--- src/bloom_filter_double_hash_unit_assert.svh ---
// Assertion macros for the Bloom filter unit.
// Needs a clk and an active-low rst_n in the including module.
`ifndef BLOOM_FILTER_DOUBLE_HASH_UNIT_ASSERT_SVH
`define BLOOM_FILTER_DOUBLE_HASH_UNIT_ASSERT_SVH

// same-cycle implication
`define BFDH_ASSERT_NOW(lbl, ante, cons, msg) \
  lbl: assert property (@(posedge clk) disable iff (!rst_n) (ante) |-> (cons)) \
    else $error(msg);

// next-cycle implication
`define BFDH_ASSERT_NEXT(lbl, ante, cons, msg) \
  lbl: assert property (@(posedge clk) disable iff (!rst_n) (ante) |=> (cons)) \
    else $error(msg);

`endif

--- src/bfdh_pkg.sv ---
// Shared constants and types of the Bloom filter unit.
// No dependencies.
`timescale 1ns / 1ps

package bfdh_pkg;

  localparam int TABLE_BITS = 1024;
  localparam int NUM_PROBES = 3;
  localparam int WORD_COUNT = (TABLE_BITS + 63) / 64;
  localparam int WORD_W     = $clog2(WORD_COUNT);
  localparam int POS_W      = $clog2(TABLE_BITS);
  localparam int SIZE_W     = $clog2(TABLE_BITS + 1);
  localparam int CFG_W      = 11;
  localparam int PROBE_W    = (NUM_PROBES > 1) ? $clog2(NUM_PROBES) : 1;

  localparam logic [63:0] FNV_OFFSET = 64'hcbf29ce484222325;
  localparam logic [63:0] FNV_LOW    = 64'h1b3;
  localparam logic [63:0] MIX_MUL_A  = 64'd3935559000370003845;
  localparam logic [63:0] MIX_ADD_A  = 64'd2691343689449507681;
  localparam logic [63:0] MIX_MUL_B  = 64'd4768777513237032717;

  localparam logic OP_ADD   = 1'b0;
  localparam logic OP_CHECK = 1'b1;

  typedef struct packed {
    logic        done;
    logic [63:0] h1;
    logic [63:0] h2;
  } hash_res_t;

  typedef struct packed {
    logic             done;
    logic [POS_W-1:0] rem;
  } mod_res_t;

endpackage

--- src/bfdh_mod.sv ---
// Bit-serial remainder of a 64-bit value by the filter size in use, one bit a cycle.
// Depends on bfdh_pkg.
`timescale 1ns / 1ps

module bfdh_mod (
  input  logic                      clk,
  input  logic                      rst_n,
  input  logic                      start,
  input  logic [63:0]               dividend,
  input  logic [bfdh_pkg::SIZE_W-1:0] divisor,
  output bfdh_pkg::mod_res_t        res
);
  import bfdh_pkg::*;

  localparam int TW = POS_W + 1;

  logic              busy_r, busy_nxt;
  logic              done_r, done_nxt;
  logic [5:0]        cnt_r, cnt_nxt;
  logic [63:0]       dvd_r, dvd_nxt;
  logic [SIZE_W-1:0] dvs_r, dvs_nxt;
  logic [POS_W-1:0]  rem_r, rem_nxt;
  logic [TW-1:0]     trial;

  always_comb begin
    busy_nxt = busy_r;
    done_nxt = 1'b0;
    cnt_nxt  = cnt_r;
    dvd_nxt  = dvd_r;
    dvs_nxt  = dvs_r;
    rem_nxt  = rem_r;
    trial    = {rem_r, dvd_r[63]};
    if (trial >= TW'(dvs_r)) begin
      trial = trial - TW'(dvs_r);
    end
    if (start) begin
      busy_nxt = 1'b1;
      cnt_nxt  = '0;
      dvd_nxt  = dividend;
      dvs_nxt  = divisor;
      rem_nxt  = '0;
    end else if (busy_r) begin
      rem_nxt = trial[POS_W-1:0];
      dvd_nxt = dvd_r << 1;
      cnt_nxt = cnt_r + 6'd1;
      if (cnt_r == 6'd63) begin
        busy_nxt = 1'b0;
        done_nxt = 1'b1;
      end
    end
  end

  always_ff @(posedge clk) begin
    if (!rst_n) begin
      busy_r <= 1'b0;
      done_r <= 1'b0;
    end else begin
      busy_r <= busy_nxt;
      done_r <= done_nxt;
    end
    cnt_r <= cnt_nxt;
    dvd_r <= dvd_nxt;
    dvs_r <= dvs_nxt;
    rem_r <= rem_nxt;
  end

  assign res.done = done_r;
  assign res.rem  = rem_r;

endmodule

--- config.mk ---
export PLATFORM = sky130hd
export DESIGN_NAME = bfdh_mod
export DESIGN_NICKNAME = d
export VERILOG_FILES = /design/src/bloom_filter_double_hash_unit_assert.svh /design/src/bfdh_pkg.sv /design/src/bfdh_mod.sv
export SDC_FILE = /design/constraint.sdc
export NUM_CORES = 1
export LEC_CHECK = 0
export BUFFER_PORTS_ARGS = -buffer_cell sky130_fd_sc_hd__buf_4
export CAP_MARGIN = 25
export CORE_MARGIN = 3
export CORE_UTILIZATION = 49
export DETAILED_ROUTE_END_ITERATION = 10
export PLACE_DENSITY = 0.76
export SLEW_MARGIN = 20
export SYNTH_ARGS = -nofsm -noshare
export SYNTH_HDL_FRONTEND = slang
export SYNTH_SLANG_ARGS = --single-unit
--- constraint.sdc ---
create_clock -name clk -period 2.4 [get_ports clk]
set_input_delay 0.36 -clock clk [delete_from_list [all_inputs] [get_ports clk]]
set_output_delay 0.36 -clock clk [all_outputs]
set_load 0.03 [all_outputs]
==> flow_metrics.py, run 1 <==
metrics = {
    "global_route": {
        "grt_pass1_vias": 2789,
        "gr-total-overflow": 0,
        "grt_pass1_wl_mm": 12.9,
        "grt_usage_pct": 16.6,
        "grt_max_degree": 90,
        "antenna_found_initial": 0,
    },
    "layout": {
        "nFillCells": 660,
        "n_antenna_cell": 0,
        "final_cell_mix": "91 x buf_4, 75 x edfxtp_1, 63 x mux2_2",
        "final_common_cell": "buf_4",
        "fin_nets": 481,
        "synthToLayoutAreaGrowth_pct": 22.5,
        "drive_above_1_share_pct": 45.1,
    },
    "min_path": {
        "min-delay-start": "divisor[10]",
        "holdPathStages": 1,
        "hold_class": "primary input to register",
        "hold_path_end": "dvs_r[10]",
    },
    "synthesis": {
        "syn_inst": 299,
        "netlist_area_sq_um": 4270,
        "ys_seq_area_share_pct": 61.1,
        "ys_ff_latch": 93,
        "avgSynthCellArea_sq_um": 14.3,
        "synth.top_cell.area_share_pct": 52.7,
        "yosys_warnings": 0,
        "yosys.area.top_type": "edfxtp_1",
        "synth_fp_nets": 390,
        "yosys-top-cells-area": "edfxtp_1 53%, mux2_2 17%, dfxtp_1 8.4%",
        "ys_types": 42,
    },
    "clock_network": {
        "post_cts_buffers": 0,
        "clock_latency_ps": 340,
        "cts.sinks": 93,
        "cts_buffers": 9,
        "cts_root_buf": "clkbuf_8",
        "clockBufferDepth": 2,
        "ctsHoldBuffers": 0,
        "clk_pin_slew_ps": 90,
        "cts_resized": 0,
        "cts_tree": "built",
        "h-tree-depth": 3,
    },
    "timing": {
        "worst_pin_slew_ps": 821,
        "slew-limit-headroom_pct": 45.3,
        "fin_crit_sh_pct": 90.0,
        "holdWs_ps": 190,
        "fmax_mhz": 463,
        "fin_skew_ps": 12.2,
        "hold_viol": 0,
        "layout_min_cycle_time_ps": 2160,
        "slew_violations": 0,
        "setup_tns_ps": 0,
        "rsz0062_at_grt": "no",
        "setup_viol": 0,
    },
    "die": {
        "core_sq_um": 8340,
        "die_x_microns": 99.4,
        "die-area_sq_um": 9880,
        "initial_core_util_pct": 51.2,
        "die_y_microns": 99.4,
        "num_io_pins": 89,
        "rows": 33,
    },
    "routing": {
        "drt_iter0_markers": 160,
        "finalWirelength_mm": 7.84,
        "vias": 2639,
        "drc": 0,
        "vias_per_cell": 5.28,
        "post_drt_wl_per_cell_microns": 15.7,
        "first_pass_iters": 4,
        "ant_nets": 0,
    },
    "critical_path": {
        "cp-start-kind": "register",
        "path_class": "register to register",
        "path_buf_inv": 2,
        "crit_chain": "inv_1 > ha_1 > inv_1 > fa_1 > a211oi_1 > o21bai_1 > a21oi_1 > xnor2_1 > mux2i_1 > a211oi_1",
        "path_max_fanout": 3,
        "worstPathRequired_ps": 2660,
        "reg2reg_to": "rem_r[6]",
        "regToRegStartpoint": "dvd_r[63]",
        "endpoint_kind": "register",
        "crit_family": "compound AO/OA/AOI/OAI gates",
        "rrSetupSlack_ps": 240,
        "slowest_stage": "fa_1",
        "crit_path_max_incr_delay_ps": 420,
        "reg2regPathDepth": 10,
        "arrival_ps": 2420,
    },
    "run_status": {
        "status": "finished clean",
    },
    "place": {
        "place_congestion": 0.928,
        "dp.final_hpwl_mm": 5.48,
        "portBuffers": 88,
    },
    "power_and_ir_drop": {
        "peakVddDrop_uv": 320,
        "p_leak_nw": 2.07,
        "p_per_area_nw_per_um2": 650,
    },
    "job": {
        "cap_violations": 0,
    },
}
[cell usage after synthesis]
| cell type | number |
|---|---|
| xor2_1 | 5 |
| a32o_1 | 1 |
| o21ai_4 | 1 |
| inv_1 | 16 |
| a21oi_2 | 1 |
| nor2_4 | 1 |
| buf_1 | 5 |
| a21o_1 | 2 |
| o311ai_0 | 1 |
| o21ai_1 | 4 |
| nand3_1 | 3 |
| mux2i_1 | 8 |
| nor2_1 | 14 |
| nand2_1 | 12 |
| or3_1 | 1 |
| buf_4 | 1 |
| dfxtp_1 | 18 |
| nand2b_1 | 3 |
| nor2b_1 | 2 |
| clkbuf_1 | 5 |
| a211oi_2 | 1 |
| o21ai_2 | 1 |
| buf_2 | 1 |
| and2_1 | 1 |
| o2111ai_1 | 1 |
| ha_1 | 12 |
| o21bai_1 | 1 |
| o22ai_1 | 1 |
| xnor2_1 | 6 |
| a211oi_1 | 5 |
| o21ai_0 | 4 |
| fa_1 | 1 |
| nor4_4 | 1 |
| and3_1 | 1 |
| a21oi_1 | 12 |
| nand4_1 | 3 |
| nor3_1 | 1 |
| o211ai_1 | 2 |
| mux2_1 | 1 |
| mux2_2 | 63 |
| nor4bb_1 | 1 |
| edfxtp_1 | 75 |
[metal layers]
layer	share of wire [%]	vias to the layer above	GRT usage [%]	wire (microns)
li1	-	1293	-	-
met1	42	1265	21.1	3260
met2	49	74	27.1	3860
met3	8.4	7	5.40	656
met4	0.91	0	5.25	71
met5	0	-	0	0
[how the worst max path moves through the flow]
stage,start,endpoint,slack (ps),cells past startpoint
3_5_place_dp,rem_r[5],rem_r[0],270,7
2_1_floorplan,start,dvd_r[0],130,4
5_1_grt,dvs_r[8],rem_r[0],70,8
6_report,dvd_r[63],rem_r[6],240,10
3_3_place_gp,rem_r[5],rem_r[0],310,7
4_1_cts,rem_r[5],rem_r[0],240,7
[registers in the layout (all words and copies together) (netlist names)]
name,cells
busy_r,1
cnt_r,6
done_r,1
dvd_r,64
dvs_r,11
rem_r,10
[metrics by stage]
stage                     util, %  instances  total power [mW]  cell area (sq um)  setup slack, ps
after floorplan                 -        299              2.32               4280              134
after global placement       60.7        484              2.50               5060              308
after detailed placement     60.7        484              2.52               5060              274
after CTS                    62.8        500              3.45               5240              239
after global routing         62.8        500              3.59               5240             65.8
final                        62.8        500              3.40               5240              239
[worst register-to-register path, stage by stage (launching register included)]
cell,delay [ps]
edfxtp_1,380
inv_1,80
ha_1,160
inv_1,50
fa_1,420
a211oi_1,230
o21bai_1,120
a21oi_1,200
xnor2_1,140
mux2i_1,90
a211oi_1,220
[power breakdown]
group	switching, mW	internal (mW)	total [mW]
Combinational	0.240	0.274	0.514
Clock	0.542	0.381	0.923
Sequential	0.0491	1.92	1.97
[cell families after synthesis]
group / Yosys count / share of synthesized area, %
flops: 93 / 61.1
mux: 72 / 18.7
simple gates: 44 / 5.36
compound gates: 38 / 5.97
buf+inv: 28 / 2.58
fa+ha+maj: 13 / 3.98
xor+xnor: 11 / 2.25
[layout make-up]
cell class | count | area, sq um | share of cell area (%)
repair buffers | 92 | 703 | 13.4
multi-input cells | 178 | 1550 | 29.7
flip-flops and latches | 93 | 2610 | 49.9
inverters | 16 | 63.8 | 1.22
well taps | 105 | 131 | 2.51
clock buffers | 9 | 124 | 2.37
clock inverters | 7 | 48.8 | 0.932
(Power assumes the default switching activity.)
==> run 2: changes to the inputs <==
CAP_MARGIN = 30   (was 25)
REMOVE_ABC_BUFFERS = 1   (was unset)
==> run 2 against run 1 <==
  * Worst hold slack worse by 15 ps
  * Routed wire length down 1.2%
  * Clock power increased by 20%
  * Clock skew shrank 5.0 ps
  * Non-clock buffer count increased by 2
  * Worst setup slack better by 31 ps
  * Cell area rose by 1.1%
  * Power rose by 5.6%
  * Maximum frequency grew 1.5%
  * Via count fell by 0.57%
  * Count of clock-buffer cells in the layout rose by 3
  * Critical path type unchanged
==> flow_metrics.py, run 2 (synthesis gave the netlist of run 1 again) <==
metrics = {
    "layout": {
        "fin_area_sq_um": 5290,
        "drive_above_1_share_pct": 44.6,
        "largest_reg_flops": 64,
        "final_common_cell": "buf_4",
        "largest-register": "dvd_r",
        "stdcell_count": 502,
        "synthToLayoutAreaGrowth_pct": 23.9,
        "final_util_pct": 63.5,
        "fin_nets": 483,
        "final_cell_mix": "92 x buf_4, 75 x edfxtp_1, 63 x mux2_2",
        "n_antenna_cell": 0,
        "reg.largest.list": "dvd_r x64, dvs_r x11, rem_r x10",
        "nFillCells": 650,
    },
    "timing": {
        "fin_skew_ps": 7.23,
        "fmax_mhz": 470,
        "layout_min_cycle_time_ps": 2130,
        "setup_viol": 0,
        "hold_viol": 0,
        "worst_pin_slew_ps": 565,
        "setup_ws_ps": 271,
        "slew-limit-headroom_pct": 62.2,
        "slew_violations": 0,
        "holdWs_ps": 175,
        "fin_crit_sh_pct": 88.7,
        "rsz0062_at_grt": "no",
    },
    "run_status": {
        "status": "finished clean",
    },
    "routing": {
        "finalWirelength_mm": 7.75,
        "drt_iter0_markers": 107,
        "vias_per_cell": 5.23,
        "first_pass_iters": 4,
        "vias": 2624,
        "drc": 0,
        "post_drt_wl_per_cell_microns": 15.4,
        "ant_nets": 0,
    },
    "clock_network": {
        "h-tree-depth": 3,
        "cts.sinks": 93,
        "cts_root_buf": "clkbuf_8",
        "cts_buffers": 9,
        "post_cts_buffers": 0,
        "clockBufferDepth": 2,
        "cts_resized": 0,
        "cts_tree": "built",
        "clock_latency_ps": 350,
        "ctsHoldBuffers": 0,
        "clk_pin_slew_ps": 90,
    },
    "global_route": {
        "grt_max_degree": 48,
        "gr-total-overflow": 0,
        "antenna_found_initial": 0,
        "grt_pass1_wl_mm": 12.7,
        "grt_pass1_vias": 2670,
        "grt_usage_pct": 16.4,
    },
    "place": {
        "place_inst": 486,
        "detailed_place.area_sq_um": 5090,
        "dp.final_hpwl_mm": 5.49,
        "pre_cts_ws_ps": 327,
        "portBuffers": 88,
        "place_congestion": 0.963,
    },
    "die": {
        "num_io_pins": 89,
        "die_x_microns": 99.4,
        "rows": 33,
        "die-area_sq_um": 9880,
        "core_sq_um": 8340,
        "die_y_microns": 99.4,
        "initial_core_util_pct": 51.2,
    },
    "critical_path": {
        "endpoint_kind": "register",
        "arrival_ps": 2410,
        "cp-start-kind": "register",
        "worstPathRequired_ps": 2680,
        "path_max_fanout": 6,
        "crit_path_max_incr_delay_ps": 410,
        "crit_chain": "ha_1 > o21ai_0 > a21oi_1 > o21ai_2 > o21ai_4 > mux2_1 > a211oi_2",
        "regToRegStartpoint": "rem_r[5]",
        "reg2regPathDepth": 7,
        "path_class": "register to register",
        "reg2reg_to": "rem_r[0]",
        "slowest_stage": "ha_1",
        "rrSetupSlack_ps": 270,
    },
    "power_and_ir_drop": {
        "p_per_area_nw_per_um2": 679,
        "peakVddDrop_uv": 396,
        "p_leak_nw": 2.09,
    },
    "min_path": {
        "hold_class": "primary input to register",
        "min-delay-start": "divisor[7]",
        "hold_path_end": "dvs_r[7]",
        "holdPathStages": 1,
    },
    "job": {
        "cap_violations": 0,
    },
}
==> run 2: where the power goes <==
part / total, mW / internal [mW] / switching (mW)
clock: 1.11 / 0.587 / 0.526
sequential: 1.97 / 1.92 / 0.0522
combinational: 0.511 / 0.279 / 0.232
==> run 2: final cells by class <==
| cell class | instances | area, sq um | share of cell area (%) |
|---|---|---|---|
| repair buffers | 94 | 731 | 13.8 |
| well taps | 105 | 131 | 2.48 |
| clock buffers | 12 | 135 | 2.55 |
| clock inverters | 4 | 72.6 | 1.37 |
| flip-flops and latches | 93 | 2610 | 49.4 |
| multi-input cells | 178 | 1550 | 29.3 |
| inverters | 16 | 60.1 | 1.13 |
==> run 2: how the worst max path moves through the flow <==
stage | start | to | slack [ps]
global route | dvd_r[63] | rem_r[6] | 90
floorplan | busy_r | dvd_r[0] | -110
detailed placement | dvd_r[63] | rem_r[6] | 330
finish | rem_r[5] | rem_r[0] | 270
CTS | rem_r[5] | rem_r[0] | 300
global placement | dvd_r[63] | rem_r[6] | 360
==> run 2: critical path, delay by kind of cell, from the launching register on <==
family	cells	cell delay [ps]
AO/OA/AOI/OAI	5	940
adder cells (fa/ha/maj)	1	410
flip-flops	1	360
multiplexers	1	360
==> run 2: metrics by stage <==
step	TNS (ps)	power, mW
2_1_floorplan	-6990	2.30
3_3_place_gp	0	2.50
3_5_place_dp	0	2.52
4_1_cts	0	3.62
5_1_grt	0	3.75
6_report	0	3.59
==> run 2: per-layer routing <==
metal | global-route usage [%] | share of wire [%] | vias to the layer above
met4 | 4.41 | 1.3 | 0
met2 | 24.6 | 45 | 84
met1 | 21.7 | 45 | 1233
met5 | 0 | 0 | -
li1 | - | - | 1296
met3 | 7.29 | 8.5 | 11
==> run 3: changes to the inputs <==
CORE_UTILIZATION = 51   (was 49)
CTS_BUF_LIST = sky130_fd_sc_hd__clkbuf_4   (was unset)
PLACE_DENSITY = 0.78   (was 0.76)
==> run 3 against run 2 <==
  * Flip-flop and latch count unchanged
  * Utilization increased by 2.8 points
  * Sequential power about the same
  * Critical path depth increased by 3
  * Cell count decreased by 0.60%
  * Non-clock buffer count unchanged
  * Global-route usage increased by 1.1 points
  * Register-to-register slack got worse by 110 ps
  * Worst setup slack got worse by 110 ps
  * Via count increased by 0.53%
  * Critical path type unchanged
==> flow_metrics.py, run 3 (synthesis gave the netlist of run 1 again) <==
metrics = {
    "run_status": {
        "status": "finished clean",
    },
    "clock_network": {
        "cts.sinks": 93,
        "ctsHoldBuffers": 0,
        "cts_root_buf": "clkbuf_4",
        "h-tree-depth": 3,
        "cts_resized": 0,
        "clock_latency_ps": 430,
        "cts_buffers": 9,
        "post_cts_buffers": 0,
        "cts_tree": "built",
        "clk_pin_slew_ps": 150,
        "clockBufferDepth": 2,
    },
    "routing": {
        "post_drt_wl_per_cell_microns": 16.0,
        "drc": 0,
        "vias_per_cell": 5.29,
        "drt_iter0_markers": 123,
        "ant_nets": 0,
        "first_pass_iters": 4,
        "vias": 2638,
        "finalWirelength_mm": 7.97,
    },
    "layout": {
        "largest_reg_flops": 64,
        "final_util_pct": 66.3,
        "final_common_cell": "buf_4",
        "largest-register": "dvd_r",
        "final_cell_mix": "93 x buf_4, 75 x edfxtp_1, 63 x mux2_2",
        "reg.largest.list": "dvd_r x64, dvs_r x11, rem_r x10",
        "nFillCells": 627,
        "synthToLayoutAreaGrowth_pct": 23.0,
        "fin_nets": 483,
        "drive_above_1_share_pct": 45.3,
        "n_antenna_cell": 0,
        "fin_area_sq_um": 5260,
    },
    "critical_path": {
        "worstPathRequired_ps": 2740,
        "arrival_ps": 2590,
        "path_max_fanout": 3,
        "reg2regPathDepth": 10,
        "cp-start-kind": "register",
        "path_class": "register to register",
        "regToRegStartpoint": "dvd_r[63]",
        "reg2reg_to": "rem_r[6]",
        "rrSetupSlack_ps": 160,
        "endpoint_kind": "register",
    },
    "timing": {
        "setup_tns_ps": 0,
        "rsz0062_at_grt": "no",
        "fin_crit_sh_pct": 93.4,
        "fin_skew_ps": 19.7,
        "slew_violations": 0,
        "fmax_mhz": 446,
        "layout_min_cycle_time_ps": 2240,
        "worst_pin_slew_ps": 549,
        "hold_viol": 0,
        "setup_viol": 0,
        "slew-limit-headroom_pct": 63.2,
    },
    "global_route": {
        "antenna_found_initial": 0,
        "grt_usage_pct": 17.4,
        "grt_max_degree": 51,
        "grt_pass1_wl_mm": 13.3,
        "grt_pass1_vias": 2793,
        "gr-total-overflow": 0,
    },
    "die": {
        "core_sq_um": 7930,
        "die-area_sq_um": 9520,
        "initial_core_util_pct": 53.9,
        "die_x_microns": 97.5,
        "num_io_pins": 89,
        "die_y_microns": 97.5,
        "rows": 32,
    },
    "power_and_ir_drop": {
        "p_per_area_nw_per_um2": 675,
        "finalPower_mw": 3.55,
        "p_leak_nw": 2.08,
        "peakVddDrop_uv": 355,
    },
    "min_path": {
        "holdPathStages": 1,
        "hold_class": "primary input to register",
        "min-delay-start": "divisor[5]",
        "hold_path_end": "dvs_r[5]",
    },
    "place": {
        "place_congestion": 0.939,
        "detailed_place.area_sq_um": 5070,
        "portBuffers": 88,
        "dp.final_hpwl_mm": 5.57,
    },
    "job": {
        "cap_violations": 0,
    },
}
==> run 3: worst max-delay path by stage <==
stage	startpoint	end	slack, ps
finish	dvd_r[63]	rem_r[6]	160
global route	dvd_r[63]	rem_r[6]	40
CTS	dvd_r[63]	rem_r[6]	190
detailed placement	dvd_r[63]	rem_r[6]	250
global placement	dvd_r[63]	rem_r[8]	320
floorplan	busy_r	dvd_r[0]	-110
==> run 3: per-layer routing <==
metal	GRT usage (%)	vias to the layer above	wire length [microns]
li1	-	1300	-
met1	22.1	1259	3390
met2	28.3	70	3940
met3	6.17	9	576
met4	5.22	0	70
met5	0	-	0
==> run 3: critical path, cell delays in order (launching register included) <==
cell and delay [ps]:
edfxtp_1 390, inv_1 90, ha_1 180, inv_1 70, fa_1 430, a211oi_1 240, o21bai_1 100, a21oi_1 170
xnor2_1 140, mux2i_1 100, a211oi_1 240
==> run 3: power breakdown <==
group          internal [mW]  total (mW)  switching [mW]
combinational          0.277       0.516           0.240
clock                  0.540        1.07           0.527
sequential              1.92        1.96          0.0489
==> run 3: per-stage QoR <==
step / setup slack, ps / instances / hold WS [ps]
finish: 159 / 499 / 96.0
global route: 36.4 / 499 / 48.3
CTS: 195 / 499 / 67.5
detailed placement: 246 / 483 / 485
global placement: 321 / 483 / 463
floorplan: -109 / 287 / 425
==> run 3: layout make-up <==
| type | count | area [sq um] | area share [%] |
|---|---|---|---|
| flip-flops and latches | 93 | 2610 | 49.7 |
| inverters | 16 | 60.1 | 1.14 |
| well taps | 102 | 128 | 2.43 |
| repair buffers | 94 | 718 | 13.7 |
| multi-input cells | 178 | 1550 | 29.5 |
| clock inverters | 6 | 111 | 2.12 |
| clock buffers | 10 | 75.1 | 1.43 |
